## src/rtl/core/asesu_pkg.sv

```systemverilog
package asesu_pkg;

  // Column bound and the widths that follow from it
  localparam int MAX_COLUMNS = 4096;
  localparam int CNT_W       = $clog2(MAX_COLUMNS + 1);
  localparam int OUT_CNT_W   = 13;
  localparam int EXT_W       = (CNT_W > OUT_CNT_W) ? CNT_W : OUT_CNT_W;
  localparam int SAT_MAX     = (1 << OUT_CNT_W) - 1;

  localparam int CFG_W   = 8;
  localparam int SCORE_W = 23;
  localparam int OUT_SCORE_W = 22;

  localparam logic signed [SCORE_W-1:0] SCORE_MIN = -SCORE_W'(2097152);
  localparam logic signed [SCORE_W-1:0] SCORE_MAX = SCORE_W'(1048575);

  // Operation kinds
  localparam logic [1:0] KIND_SUB = 2'd0;
  localparam logic [1:0] KIND_DEL = 2'd1;
  localparam logic [1:0] KIND_INS = 2'd2;

  // Register indexes
  localparam logic [2:0] REG_MATCH    = 3'd0;
  localparam logic [2:0] REG_MISMATCH = 3'd1;
  localparam logic [2:0] REG_OPEN     = 3'd2;
  localparam logic [2:0] REG_EXTEND   = 3'd3;
  localparam logic [2:0] REG_GAP_CODE = 3'd4;

  // Result queue
  localparam int QDEPTH = 4;
  localparam int QPTR_W = $clog2(QDEPTH);
  localparam int QCNT_W = $clog2(QDEPTH + 1);

  typedef struct packed {
    logic [CFG_W-1:0] match_reward;
    logic [CFG_W-1:0] mismatch_penalty;
    logic [CFG_W-1:0] gap_open_cost;
    logic [CFG_W-1:0] gap_extend_cost;
    logic [CFG_W-1:0] gap_code;
  } cfg_t;

  typedef struct packed {
    logic                          done_res;
    logic                          overflow;
    logic [OUT_CNT_W-1:0]          columns;
    logic [OUT_CNT_W-1:0]          gap_columns;
    logic [OUT_CNT_W-1:0]          gap_runs;
    logic [OUT_CNT_W-1:0]          op_count;
    logic [OUT_CNT_W-1:0]          identities;
    logic signed [OUT_SCORE_W-1:0] total_score;
    logic [OUT_CNT_W-1:0]          op_length;
    logic [1:0]                    op_kind;
  } result_t;

  // Up to two results per item; the second is only ever valid with the first
  typedef struct packed {
    logic    va;
    logic    vb;
    result_t a;
    result_t b;
  } push_t;

  function automatic logic [OUT_CNT_W-1:0] sat13(input logic [CNT_W-1:0] v);
    logic [EXT_W-1:0] x;
    begin
      x = EXT_W'(v);
      if (x > EXT_W'(SAT_MAX)) sat13 = OUT_CNT_W'(SAT_MAX);
      else sat13 = x[OUT_CNT_W-1:0];
    end
  endfunction

endpackage

```

## src/rtl/core/asesu_core.sv

```systemverilog
module asesu_core (
  input  logic                      clk,
  input  logic                      rst,
  input  logic                      accept,
  input  logic [7:0]                query_char,
  input  logic [7:0]                subject_char,
  input  logic                      last_column,
  input  asesu_pkg::cfg_t           cfg,
  output asesu_pkg::push_t          push
);
  import asesu_pkg::*;

  logic [1:0]               run_kind;
  logic                     run_active;
  logic [CNT_W-1:0]         run_length;
  logic signed [SCORE_W-1:0] score_acc;
  logic [CNT_W-1:0]         ident_count, ops_count, opens_count, gapcol_count, col_count;
  logic                     overflow_flag;

  logic                     in_range, qg, sg, cont, closed, opens;
  logic [1:0]               cls;
  logic [1:0]               kind_upd;
  logic                     active_upd;
  logic [CNT_W-1:0]         len_upd, ident_upd, ops_upd, opens_upd, gapcol_upd, col_upd;
  logic signed [SCORE_W-1:0] delta, score_sum, score_upd;
  logic                     ovf_upd;
  result_t                  totals, res_closed, res_final;

  always_comb begin
    in_range = !overflow_flag && (col_count < CNT_W'(MAX_COLUMNS));
    qg = (query_char == cfg.gap_code);
    sg = (subject_char == cfg.gap_code);
    if (!qg && !sg) cls = KIND_SUB;
    else if (run_active && run_kind == KIND_INS && sg) cls = KIND_INS;
    else if (run_active && run_kind == KIND_DEL && qg) cls = KIND_DEL;
    else if (qg) cls = KIND_DEL;
    else cls = KIND_INS;

    cont   = run_active && (cls == run_kind);
    closed = in_range && run_active && !cont;
    opens  = in_range && !cont && (cls != KIND_SUB);

    // Open and extend costs are both subtracted, so one clamp covers them
    if (cls == KIND_SUB) begin
      if (query_char == subject_char) delta = SCORE_W'(cfg.match_reward);
      else delta = -SCORE_W'(cfg.mismatch_penalty);
    end else begin
      delta = -(SCORE_W'(cfg.gap_extend_cost) +
                (opens ? SCORE_W'(cfg.gap_open_cost) : SCORE_W'(0)));
    end
    score_sum = score_acc + delta;
    if (!in_range) score_upd = score_acc;
    else if (score_sum < SCORE_MIN) score_upd = SCORE_MIN;
    else if (score_sum > SCORE_MAX) score_upd = SCORE_MAX;
    else score_upd = score_sum;

    kind_upd   = in_range ? cls : run_kind;
    active_upd = run_active || in_range;
    if (!in_range) len_upd = run_length;
    else if (cont) len_upd = run_length + CNT_W'(1);
    else len_upd = CNT_W'(1);

    ident_upd  = ident_count + CNT_W'(in_range && cls == KIND_SUB &&
                                       query_char == subject_char);
    gapcol_upd = gapcol_count + CNT_W'(in_range && cls != KIND_SUB);
    col_upd    = col_count + CNT_W'(in_range);
    opens_upd  = opens_count + CNT_W'(opens);
    ops_upd    = ops_count + CNT_W'(closed) + CNT_W'(last_column && active_upd);
    ovf_upd    = overflow_flag || !in_range;

    totals.done_res    = 1'b0;
    totals.overflow    = ovf_upd;
    totals.columns     = sat13(col_upd);
    totals.gap_columns = sat13(gapcol_upd);
    totals.gap_runs    = sat13(opens_upd);
    totals.op_count    = sat13(ops_upd);
    totals.identities  = sat13(ident_upd);
    totals.total_score = score_upd[OUT_SCORE_W-1:0];
    totals.op_length   = '0;
    totals.op_kind     = KIND_SUB;

    res_closed           = totals;
    res_closed.op_kind   = run_kind;
    res_closed.op_length = sat13(run_length);

    res_final           = totals;
    res_final.done_res  = 1'b1;
    res_final.op_kind   = active_upd ? kind_upd : KIND_SUB;
    res_final.op_length = active_upd ? sat13(len_upd) : '0;

    // Closed run first, then the totals on the last column
    push.va = accept && (closed || last_column);
    push.vb = accept && closed && last_column;
    push.a  = closed ? res_closed : res_final;
    push.b  = res_final;
  end

  always_ff @(posedge clk) begin
    if (rst || (accept && last_column)) begin
      run_kind      <= KIND_SUB;
      run_active    <= 1'b0;
      run_length    <= '0;
      score_acc     <= '0;
      ident_count   <= '0;
      ops_count     <= '0;
      opens_count   <= '0;
      gapcol_count  <= '0;
      col_count     <= '0;
      overflow_flag <= 1'b0;
    end else if (accept) begin
      run_kind      <= kind_upd;
      run_active    <= active_upd;
      run_length    <= len_upd;
      score_acc     <= score_upd;
      ident_count   <= ident_upd;
      ops_count     <= ops_upd;
      opens_count   <= opens_upd;
      gapcol_count  <= gapcol_upd;
      col_count     <= col_upd;
      overflow_flag <= ovf_upd;
    end
  end

endmodule

```

## src/rtl/core/asesu_outq.sv

```systemverilog
module asesu_outq (
  input  logic               clk,
  input  logic               rst,
  input  asesu_pkg::push_t   push,
  input  logic               pop,
  output logic               has_room,
  output logic               not_empty,
  output asesu_pkg::result_t head
);
  import asesu_pkg::*;

  result_t           mem [QDEPTH];
  logic [QPTR_W-1:0] wr_ptr, rd_ptr;
  logic [QCNT_W-1:0] count, count_next;

  assign has_room  = (count <= QCNT_W'(QDEPTH - 2));
  assign not_empty = (count != '0);
  assign head      = mem[rd_ptr];

  always_comb begin
    count_next = count + QCNT_W'(push.va) + QCNT_W'(push.vb) - QCNT_W'(pop);
  end

  always_ff @(posedge clk) begin
    if (push.va) mem[wr_ptr] <= push.a;
    if (push.vb) mem[wr_ptr + QPTR_W'(1)] <= push.b;
  end

  always_ff @(posedge clk) begin
    if (rst) begin
      wr_ptr <= '0;
      rd_ptr <= '0;
      count  <= '0;
    end else begin
      wr_ptr <= wr_ptr + QPTR_W'(push.va) + QPTR_W'(push.vb);
      rd_ptr <= rd_ptr + QPTR_W'(pop);
      count  <= count_next;
    end
  end

endmodule

```

## src/rtl/core/alignment_scorer_edit_script_unit.sv

```systemverilog
// Affine-gap alignment scorer and edit-script encoder.
// Slave stream: one alignment column per item. s_tdata carries the query and
// subject characters, s_tlast marks the final column of an alignment.
// Master stream: one item per closed edit operation plus a final item,
// flagged by m_tlast, carrying the last run and the totals for score,
// identities, operations, gap runs, gap columns and length. m_tuser holds
// the operation kind, m_tdata the run length and the totals.
// APB port: five 8-bit registers at byte offsets 0..16 (match reward,
// mismatch penalty, gap open cost, gap extend cost, gap code); write them
// only while the stream is idle.
// Throughput: one column per cycle while s_tready is high, set by the update
// of the run and score registers. Results are registered in the output
// queue before they reach m_tvalid. A final column that also closes a run
// yields two items, drained one after the other.
// Results wait in a four-entry queue; s_tready is held low while fewer than
// two entries are free, so a stalled receiver back-pressures the input
// without loss.
// Reset (rst, synchronous): empty the queue, clear the run state and totals,
// and load the register defaults.
module alignment_scorer_edit_script_unit (
  input  logic        clk,
  input  logic        rst,
  // slave stream
  input  logic        s_tvalid,
  output logic        s_tready,
  input  logic [15:0] s_tdata,   // query_char[7:0], subject_char[15:8]
  input  logic        s_tlast,   // last_column
  // master stream
  output logic        m_tvalid,
  input  logic        m_tready,
  output logic [103:0] m_tdata,  // op_length[12:0], total_score[34:13],
                                 // identities[47:35], op_count[60:48],
                                 // gap_runs[73:61], gap_columns[86:74],
                                 // columns[99:87], overflow[100], zero[103:101]
  output logic [1:0]  m_tuser,   // op_kind[1:0]
  output logic        m_tlast,   // done_res
  // configuration
  input  logic        psel,
  input  logic        penable,
  input  logic        pwrite,
  input  logic [4:0]  paddr,
  input  logic [31:0] pwdata,
  output logic [31:0] prdata,
  output logic        pready
);
  import asesu_pkg::*;

  cfg_t    cfg;
  push_t   push;
  result_t head;
  logic    accept, pop, has_room;
  logic    cfg_write;
  logic [2:0] reg_idx;

  assign pready    = 1'b1;
  assign reg_idx   = paddr[4:2];
  assign cfg_write = psel && penable && pwrite && pready;

  // Register file: accept writes on the access phase
  always_ff @(posedge clk) begin
    if (rst) begin
      cfg.match_reward     <= 8'd2;
      cfg.mismatch_penalty <= 8'd3;
      cfg.gap_open_cost    <= 8'd5;
      cfg.gap_extend_cost  <= 8'd2;
      cfg.gap_code         <= 8'd45;
    end else if (cfg_write) begin
      case (reg_idx)
        REG_MATCH:    cfg.match_reward     <= pwdata[CFG_W-1:0];
        REG_MISMATCH: cfg.mismatch_penalty <= pwdata[CFG_W-1:0];
        REG_OPEN:     cfg.gap_open_cost    <= pwdata[CFG_W-1:0];
        REG_EXTEND:   cfg.gap_extend_cost  <= pwdata[CFG_W-1:0];
        REG_GAP_CODE: cfg.gap_code         <= pwdata[CFG_W-1:0];
        default: ;
      endcase
    end
  end

  always_comb begin
    case (reg_idx)
      REG_MATCH:    prdata = 32'(cfg.match_reward);
      REG_MISMATCH: prdata = 32'(cfg.mismatch_penalty);
      REG_OPEN:     prdata = 32'(cfg.gap_open_cost);
      REG_EXTEND:   prdata = 32'(cfg.gap_extend_cost);
      REG_GAP_CODE: prdata = 32'(cfg.gap_code);
      default:      prdata = '0;
    endcase
  end

  // Take a column only when the queue can absorb both possible results
  assign s_tready = has_room;
  assign accept   = s_tvalid && s_tready;
  assign pop      = m_tvalid && m_tready;

  asesu_core u_core (
    .clk          (clk),
    .rst          (rst),
    .accept       (accept),
    .query_char   (s_tdata[7:0]),
    .subject_char (s_tdata[15:8]),
    .last_column  (s_tlast),
    .cfg          (cfg),
    .push         (push)
  );

  asesu_outq u_outq (
    .clk       (clk),
    .rst       (rst),
    .push      (push),
    .pop       (pop),
    .has_room  (has_room),
    .not_empty (m_tvalid),
    .head      (head)
  );

  assign m_tdata = {3'b000, head.overflow, head.columns, head.gap_columns, head.gap_runs,
                    head.op_count, head.identities, head.total_score, head.op_length};
  assign m_tuser = head.op_kind;
  assign m_tlast = head.done_res;

endmodule

```

## config.mk

```make
export PLATFORM = sky130hd
export DESIGN_NAME = alignment_scorer_edit_script_unit
export DESIGN_NICKNAME = d
export VERILOG_FILES = /design/src/rtl/core/asesu_pkg.sv /design/src/rtl/core/asesu_core.sv /design/src/rtl/core/asesu_outq.sv /design/src/rtl/core/alignment_scorer_edit_script_unit.sv
export SDC_FILE = /design/constraint.sdc
export NUM_CORES = 1
export LEC_CHECK = 0
export ABC_AREA = 1
export BUFFER_PORTS_ARGS = -buffer_cell sky130_fd_sc_hd__buf_2
export CORE_UTILIZATION = 30
export DETAILED_ROUTE_END_ITERATION = 12
export GPL_TIMING_DRIVEN = 0
export PLACE_DENSITY = 0.47
export SLEW_MARGIN = 40
export SYNTH_ARGS = -nofsm -noshare
export SYNTH_HDL_FRONTEND = slang
export SYNTH_SLANG_ARGS = --single-unit
```

## constraint.sdc

```tcl
create_clock -name clk -period 6.75 [get_ports clk]
set_input_delay 1.0125 -clock clk [delete_from_list [all_inputs] [get_ports clk]]
set_output_delay 1.0125 -clock clk [all_outputs]
set_load 0.05 [all_outputs]
```

# Word-level counts from Yosys, hierarchy flattened
# Memories as Yosys holds them, arrays and structs flattened. A register that Yosys moved wholly into a read port is not among the register bits.
# Index checks and enable logic that the tools add are counted.
dict set report totals {
  regBits 152
  ramBits 416
  input_bits 61
  word_cells 130
  mem_count 1
}
# name words width read_ports rd_clocked_by_memory_dff write_ports line
set memory_table {}
lappend memory_table {u_outq.mem 4 104 1 1 2 asesu_outq.sv:12} ;# result_t mem [QDEPTH];
dict set report classes {
  add_sub_neg 18
  n_lt_le_gt_ge 11
  eq_ne 10
  n_mux 29
  reduce_logical 42
}
# op n
set op_table {}
lappend op_table {{$mux W13} 10}
lappend op_table {{$mux W104} 1}
lappend op_table {{$mux W23} 4}
lappend op_table {{$gt A13 B13 Y1 const B} 7}
lappend op_table {{$add A13 B1 Y13} 6}
lappend op_table {{$pmux W8 S5} 1}
lappend op_table {{$eq A8 B8 Y1} 3}
lappend op_table {{$add A23 B23 Y23} 1}
lappend op_table {{$add A8 B23 Y23} 1}
lappend op_table {{$gt A23 B21 Y1 const B} 1}
lappend op_table {{$logic_and A1 B1 Y1} 23}
lappend op_table {{$lt A23 B22 Y1 const B} 1}
lappend op_table {{$neg A23 Y23} 1}
lappend op_table {{$neg A8 Y23} 1}
lappend op_table {{$mux W22} 1}
lappend op_table {{$mux W2} 7}
lappend op_table {{$add A13 B1 Y13 const B} 1}
lappend op_table {{$lt A13 B13 Y1 const B} 1}
lappend op_table {{$reduce_and A2 Y1} 6}
lappend op_table {{$mux W8} 1}
lappend op_table {{$add A2 B1 Y2} 3}
lappend op_table {{$add A3 B1 Y3} 2}
lappend op_table {{$eq A3 B2 Y1 const B} 2}
lappend op_table {{$logic_not A1 Y1} 5}
lappend op_table {{other kinds (14)} 20}

# Longest topological paths before layout
# Gate-level depths: netlist of run 1.
dict set report depth {
  ltp_word 21
  mapped_depth 45
  ltp_nobuf 43
}

# Hierarchy
# Synthesis of run 1 repeated with hierarchy kept, for this count alone.
dict set report unflattened {
  cells_unflattened 4985
  area_unflattened_um2 36010.8
}
# mod instances cells_each area_each_um2 seq_area_each_um2
set by_module_without_submodules {}
lappend by_module_without_submodules {asesu_outq 1 3081 23897.9 12632.1}
lappend by_module_without_submodules {asesu_core 1 1549 9887.0 2102.0}
lappend by_module_without_submodules {alignment_scorer_edit_script_unit 1 355 2225.9 800.8}

# Worst setup path before layout of run 1
# No wires, ideal clock.
dict set report synth_timing {
  path_kind {input port to flip-flop}
  from {input s_tdata[3]}
  to {memory u_outq.mem[0][16] (netlist bit), data pin}
  setup_ns 0.250
  arrival_ns 5.976
  slack_ns 0.525
  path_stages 42
  n_path_buf 2
  path_cell_list {inv_1 nand2_1 nand2_1 nor2_1 nand2_1 nor2_4 a21oi_1 or2_1 nand3_2 nand2_1 buf_2 nor2_1 nand2_1 ha_1 inv_1 fa_1 inv_1 nand2_1 (+6 left out) o31ai_1 ha_1 nand2_1 inv_1 nand3_1 nor3_1 nand3_1 nand3_1 nand2_1 nand2_1 nand2_1 nand3_1 buf_2 nand2_1 nand2_1 o21ai_1 nand2_1 inv_1}
}
# element line
set synth_lines {}
lappend synth_lines {{from (decl)} alignment_scorer_edit_script_unit.sv:26} ;# input logic [15:0] s_tdata,
lappend synth_lines {{to (decl)} asesu_outq.sv:12}

==> flow_summary.toml, run 1 <==
[status]
status = "completed"

[worst_setup_path]
cp.required_ns = 7.11
reg2reg_depth = 41
crit_top_cell = "nand2_1"
crit_slowest_cell = "ha_1"
rrSetupSlack_ns = 0.46
critical_path.reg2reg.startpoint = "cfg[1]"
worst-path-max-fanout = 10
start_kind = "input pin"
max_stage_delay_ns = 0.36
crit_type = "in2reg"
startpoint = "s_tdata[3]"
cp.arrival_ns = 6.70
endpoint_kind = "register"
reg2reg_to = "u_outq.mem[3][29]"
endpoint = "u_outq.mem[3][29]"

[sta]
worstMarginPinSlew_ns = 0.910
drv_slew = 0
max-slew-margin-rel = 0.389
final-setup-viol-count = 0
period_minus_slack_ns = 6.34
hold_viol = 0
fmax_ghz = 0.158
fin_skew_ns = 0.0455
period_share = 0.939

[finish]
multi_input_area_um2 = 11100
area_growth_pct = 18.6
regArea_um2 = 15500
stdcell_count = 4808
final_layout_size_suffix_gt1_frac = 0.122
antenna_cells = 0
fill_cells = 9718
fin_util = 0.361
final_nets = 3621

[placed_design]
dpl.cell_count = 4667
portBuffers = 148
gp_congestion = 0.879
dp_hpwl_um = 67800

[logic_synthesis]
yosysSeqAreaShare = 0.544
netlist-cell-type-count = 50
synthFlopType = "edfxtp_1"
synth_area_um2 = 28500
syn_area_per_cell_um2 = 8.81
syn-instance-count = 3231
synth-seq-cells = 568
synthArstFlopShare = 0
synth_area_leaders = "edfxtp_1 (43%), dfxtp_1 (11%), a21oi_1 (7.4%), nand2_1 (6.8%), o21ai_0 (6.0%)"
yosysWarnings = 0
synth_edf_count = 412
netlist.area_leader.share = 0.435
synth_top_cell_by_area = "edfxtp_1"

[detailed_routing]
drtIter0Drc = 1929
vias_per_cell = 4.96
drt_wl_total_um = 99000
route.detailed.wl_per_inst_um = 20.6
vias = 23800
dr.pass1.iters = 5
final_antenna_net_count = 0
remaining_drc_errors = 0

[run]
maxCapViolations = 0

[cts]
clk_pin_slew_worst_paths_ns = 0.06
cts_sinks = 568
cts_root_buf = "clkbuf_16"
cts_tree = "built"
cts_buffers = 69
clk_latency_ns = 0.65
cts.path.max_buffers = 3
htree_levels = 3

[pwr]
ir_drop_v = 0.000252
p_per_area_nw_per_um2 = 450
static-leakage-power_nw = 12.8

[hold_path]
min_path_type = "reg2reg"

[floorplanning]
fp-row-count = 112
core-area_um2 = 93600
dieArea_um2 = 96100
initial_utilization = 0.304
fp.dieH_um = 310
ioPinCount = 203
die_w_um = 310

[global_routing]
grt_pass1_wl_um = 146000
grtUsageTotal = 0.204
grt_antenna_before_repair = 2
grt_overflow = 0
grt_pass1_vias = 22800
grt_max_degree = 51
[where the power goes]
group | switching [mW] | leakage (nW) | internal (mW) | total, mW
Clock | 1.58 | 1.10 | 2.18 | 3.75
Combinational | 5.35 | 6.83 | 1.61 | 6.96
Sequential | 0.214 | 4.91 | 4.26 | 4.48
[metal layers]
layer / routed length [µm] / GRT usage
met1: 45200 / 0.280
met2: 46200 / 0.332
met3: 5160 / 0.0288
met4: 2450 / 0.0639
met5: 0 / 0
[final cells by class]
cell class / instances / area share
Multi-Input combinational cell: 2166 / 0.330
Sequential cell: 568 / 0.459
Clock inverter: 33 / 0.0101
Clock buffer: 95 / 0.0570
Buffer: 217 / 0.0322
Inverter: 306 / 0.0340
Tap cell: 1254 / 0.0465
Timing Repair Buffer: 169 / 0.0311
[sequential cells by signal, summed over array words and instances, names as in the netlist, 2 cells and up]
signal,cells
cfg,40
u_core.ops_count,13
u_outq.rd_ptr,2
u_core.run_length,13
u_core.run_kind,2
u_outq.wr_ptr,2
u_outq.mem,416
u_outq.count,3
u_core.score_acc,23
u_core.gapcol_count,13
u_core.opens_count,13
u_core.ident_count,13
u_core.col_count,13
[what timing repair did]
action                     in CTS  in global routing
pin swaps                       8                  8
hold buffers                    0                  0
buffers inserted                9                  3
gates cloned                    0                  1
resized for setup              18                 55
setup endpoints to repair     111                109
[cell families after synthesis]
logic type,count (synthesis),synth area share
simple gates,1073,0.153
buf+inv,523,0.0761
compound gates,918,0.171
xor+xnor,84,0.0258
fa+ha+maj,63,0.0293
other cells,2,0.000264
flops,568,0.544
[critical path: cells and delay by family]
family                     cells  cell delay [ns]
adders and majority gates      4             1.22
buffers and inverters          8             0.86
and+or+nand+nor               24             2.82
AOI/OAI and AO/OA              6             0.77
[synthesized netlist by cell type (2+ instances only)]
cell,number
inv_1,297
dfxtp_1,156
buf_2,36
xor2_1,53
o21a_1,11
nor4_1,2
o21ai_0,341
buf_6,2
nor3_1,19
buf_1,10
edfxtp_1,412
nand2_1,515
nand3_1,94
nand3b_1,6
ha_1,57
a221oi_1,6
buf_4,38
or2_2,7
o211ai_1,8
conb_1,2
o21bai_1,4
nand4_1,16
and2_1,9
clkbuf_1,131
o221ai_1,4
o31ai_1,4
a31o_2,5
fa_1,6
xnor2_1,31
inv_2,3
clkinv_1,6
nor2_1,387
and3_1,2
a21oi_1,418
a21o_1,3
o22ai_1,108
nand2_2,9
[per-stage QoR]
stage | TNS (ns) | cell area [µm²] | hold WS [ns] | worst slack [ns] | total power [mW]
4_1_cts | 0 | 33500 | 0.455 | 0.0194 | 15.2
3_5_place_dp | -138.72 | 31100 | 0.443 | -1.46 | 11.3
6_report | 0 | 33800 | 0.460 | 0.412 | 15.2
3_3_place_gp | -137.07 | 30900 | 0.437 | -1.44 | 11.3
2_1_floorplan | 0 | 28600 | 0.424 | 0.525 | 9.01
5_1_grt | -0.0153 | 33800 | 0.474 | -0.00788 | 16.0
[how the worst min path moves through the flow]
stage                             from  slack, ns                  to  depth (start not counted)
floorplan           u_outq.mem[1][103]       0.42  u_outq.mem[1][103]                          2
finish              u_outq.mem[2][103]       0.46  u_outq.mem[2][103]                          2
detailed placement  u_outq.mem[2][103]       0.44  u_outq.mem[2][103]                          2
CTS                 u_outq.mem[2][103]       0.46  u_outq.mem[2][103]                          2
global placement    u_outq.mem[2][103]       0.44  u_outq.mem[2][103]                          2
global route        u_outq.mem[0][103]       0.47  u_outq.mem[0][103]                          2
[cell usage in the layout (no fill, tap or decap), types with 8 or more instances in the layout]
cell,instances
nand2_1,499
a21oi_1,415
edfxtp_1,412
nor2_1,381
o21ai_0,336
inv_1,296
buf_2,180
dfxtp_1,154
clkbuf_1,139
o22ai_1,108
nand3_1,91
clkbuf_16,70
xor2_1,53
ha_1,53
buf_4,48
xnor2_1,31
conb_1,28
nand2_2,24
clkinv_1,16
nand4_1,16
nor3_1,15
o21a_1,11
buf_1,9
and2_1,9
clkbuf_2,9
o211ai_1,8
clkbuf_8,8
Power figures use the tool's default switching activity.
==> inputs of run 2 (changes only) <==
--- a/config.mk
+++ b/config.mk
@@ -7,10 +7,13 @@
 export LEC_CHECK = 0
 export ABC_AREA = 1
 export BUFFER_PORTS_ARGS = -buffer_cell sky130_fd_sc_hd__buf_2
+export CELL_PAD_IN_SITES_DETAIL_PLACEMENT = 0
+export CELL_PAD_IN_SITES_GLOBAL_PLACEMENT = 1
 export CORE_UTILIZATION = 30
+export CTS_BUF_LIST = sky130_fd_sc_hd__clkbuf_8
 export DETAILED_ROUTE_END_ITERATION = 12
 export GPL_TIMING_DRIVEN = 0
-export PLACE_DENSITY = 0.47
+export PLACE_DENSITY = 0.58
 export SLEW_MARGIN = 40
 export SYNTH_ARGS = -nofsm -noshare
 export SYNTH_HDL_FRONTEND = slang
==> run 2 against run 1 <==
Sequential cell count unchanged. Wire length grew 1.7%. Via count barely moved. Critical path depth up 1. First-iteration DRC count is 7.9% lower. Largest cell class unchanged.
==> flow_summary.toml, run 2 (synthesis results as in run 1) <==
[sta]
fmax_ghz = 0.160
whs_ns = 0.453
period_share = 0.926
drv_slew = 0
rsz0062_at_grt = "false"
worstMarginPinSlew_ns = 0.852
fin_skew_ns = 0.0726
hold_viol = 0
max-slew-margin-rel = 0.432
final-setup-viol-count = 0
period_minus_slack_ns = 6.25
fin_setup_tns_ns = 0

[cts]
clk_pin_slew_worst_paths_ns = 0.06
cts_root_buf = "clkbuf_8"
cts.path.max_buffers = 3
cts_tree = "built"
htree_levels = 3
cts_sinks = 568
cts_buffers = 100
clk_latency_ns = 0.75

[worst_setup_path]
worst-path-max-fanout = 10
start_kind = "register"
endpoint_kind = "register"
cp.arrival_ns = 6.72
crit_slowest_cell = "ha_1"
reg2reg_to = "u_outq.mem[1][16]"
rrSetupSlack_ns = 0.50
cp.required_ns = 7.22
crit_type = "reg2reg"
crit_top_cell = "nand2_1"
max_stage_delay_ns = 0.40
critical_path.reg2reg.startpoint = "cfg[3]"
reg2reg_depth = 43

[detailed_routing]
final_antenna_net_count = 0
drtIter0Drc = 1776
vias_per_cell = 4.90
dr.pass1.iters = 8
remaining_drc_errors = 0
route.detailed.wl_per_inst_um = 20.8
drt_wl_total_um = 101000
vias = 23800

[global_routing]
grtUsageTotal = 0.207
grt_pass1_vias = 22700
grt_pass1_wl_um = 147000
grt_overflow = 0
grt_antenna_before_repair = 2
grt_max_degree = 56

[floorplanning]
ioPinCount = 203
fp.dieH_um = 310
fp-row-count = 112
dieArea_um2 = 96100
die_w_um = 310
initial_utilization = 0.304
core-area_um2 = 93600

[placed_design]
gp_congestion = 0.829
dp_hpwl_um = 69800
portBuffers = 148

[finish]
layout_commonest_cell = "nand2_1"
area_growth_pct = 16.6
regArea_um2 = 15500
final_layout_size_suffix_gt1_frac = 0.127
top_regs = "u_outq.mem x416, cfg x40, u_core.score_acc x23"
fill_cells = 9973
final_nets = 3649
final_cell_mix = "nand2_1 (498), a21oi_1 (412), edfxtp_1 (412), nor2_1 (378), inv_1 (344)"
top_register = "u_outq.mem"
largest_register_ffs = 416
multi_input_area_um2 = 11100

[pwr]
pwr-share-seq = 0.312
combinationalPowerShare = 0.485
intPower_mw = 7.27
pwr-share-clk = 0.203
p_per_area_nw_per_um2 = 433
p_sw_mw = 7.09
static-leakage-power_nw = 12.8
ir_drop_v = 0.000233
p_sw_frac = 0.493

[status]
status = "completed"

[run]
maxCapViolations = 0

[hold_path]
min_path_type = "reg2reg"
hold_depth = 2
worstHoldStart = "u_outq.mem[2][103]"
hold_end = "u_outq.mem[2][103]"
[run 2: changes by cell type in the layout (fill, tap and decap cells not counted), sizes merged]
cell / previous run / this run
clkinv: 26 / 21
diode: 0 / 4
buf: 254 / 250
inv: 306 / 353
clkinvlp: 3 / 1
bufinv: 4 / 0
clkbuf: 227 / 237
[run 2: per-stage QoR]
stage          worst slack [ns]  cells  instance area (µm²)   util  power, mW
6_report                  0.501   4854                33200  0.355       14.4
5_1_grt                  0.0223   4853                33200  0.355       15.2
4_1_cts                0.000358   4847                33000  0.352       14.4
3_5_place_dp              -1.59   4667                31100  0.332       11.4
3_3_place_gp              -1.68   4659                30900  0.330       11.4
2_1_floorplan             0.525   3257                28600      -       9.01
[run 2: per-layer routing]
layer  wire length (µm)  GRT usage
met1              46200      0.286
met2              46500      0.334
met3               5640     0.0294
met5                  0          0
met4               2410     0.0624
[run 2: layout make-up]
class                   count  share of cell area
repair buffers            166              0.0305
clock inverters            69             0.00912
multi-input cells        2166               0.335
inverters                 306              0.0346
plain buffers             217              0.0329
well taps                1254              0.0473
diodes                      4            0.000302
flip-flops and latches    568               0.467
clock buffers             104              0.0431
[run 2: timing repair]
item,CTS,global route
buffers inserted,7,3
hold buffers,0,0
setup endpoints to repair,111,109
pin swaps,5,11
resized for setup,20,60
[run 2: power by group through the flow]
| stage | Clock [mW] | Sequential (mW) | Combinational (mW) |
|---|---|---|---|
| after floorplan | 0 | 4.49 | 4.52 |
| final | 2.91 | 4.48 | 6.96 |
| after detailed placement | 0 | 4.55 | 6.86 |
| after CTS | 2.98 | 4.48 | 6.93 |
| after global routing | 3.13 | 4.52 | 7.57 |
| after global placement | 0 | 4.56 | 6.82 |
[run 2: how the worst max path moves through the flow]
| stage | slack, ns | depth (start not counted) | to | start |
|---|---|---|---|---|
| 6_report | 0.50 | 43 | u_outq.mem[1][16] | cfg[3] |
| 4_1_cts | 0.0004 | 43 | u_outq.mem[2][18] | cfg[1] |
| 3_3_place_gp | -1.68 | 41 | u_outq.mem[3][16] | s_tdata[3] |
| 5_1_grt | 0.02 | 42 | u_outq.mem[0][21] | cfg[0] |
| 3_5_place_dp | -1.59 | 43 | u_outq.mem[1][16] | s_tdata[3] |
| 2_1_floorplan | 0.52 | 42 | u_outq.mem[0][16] | s_tdata[3] |
[run 2: critical path, delay by kind of cell, from the launching register on]
kind	cells	cell delay, ns
buffers and inverters	11	1.01
and+or+nand+nor	23	2.70
AOI/OAI and AO/OA	5	0.66
DFF	1	0.38
adders and majority gates	4	1.17
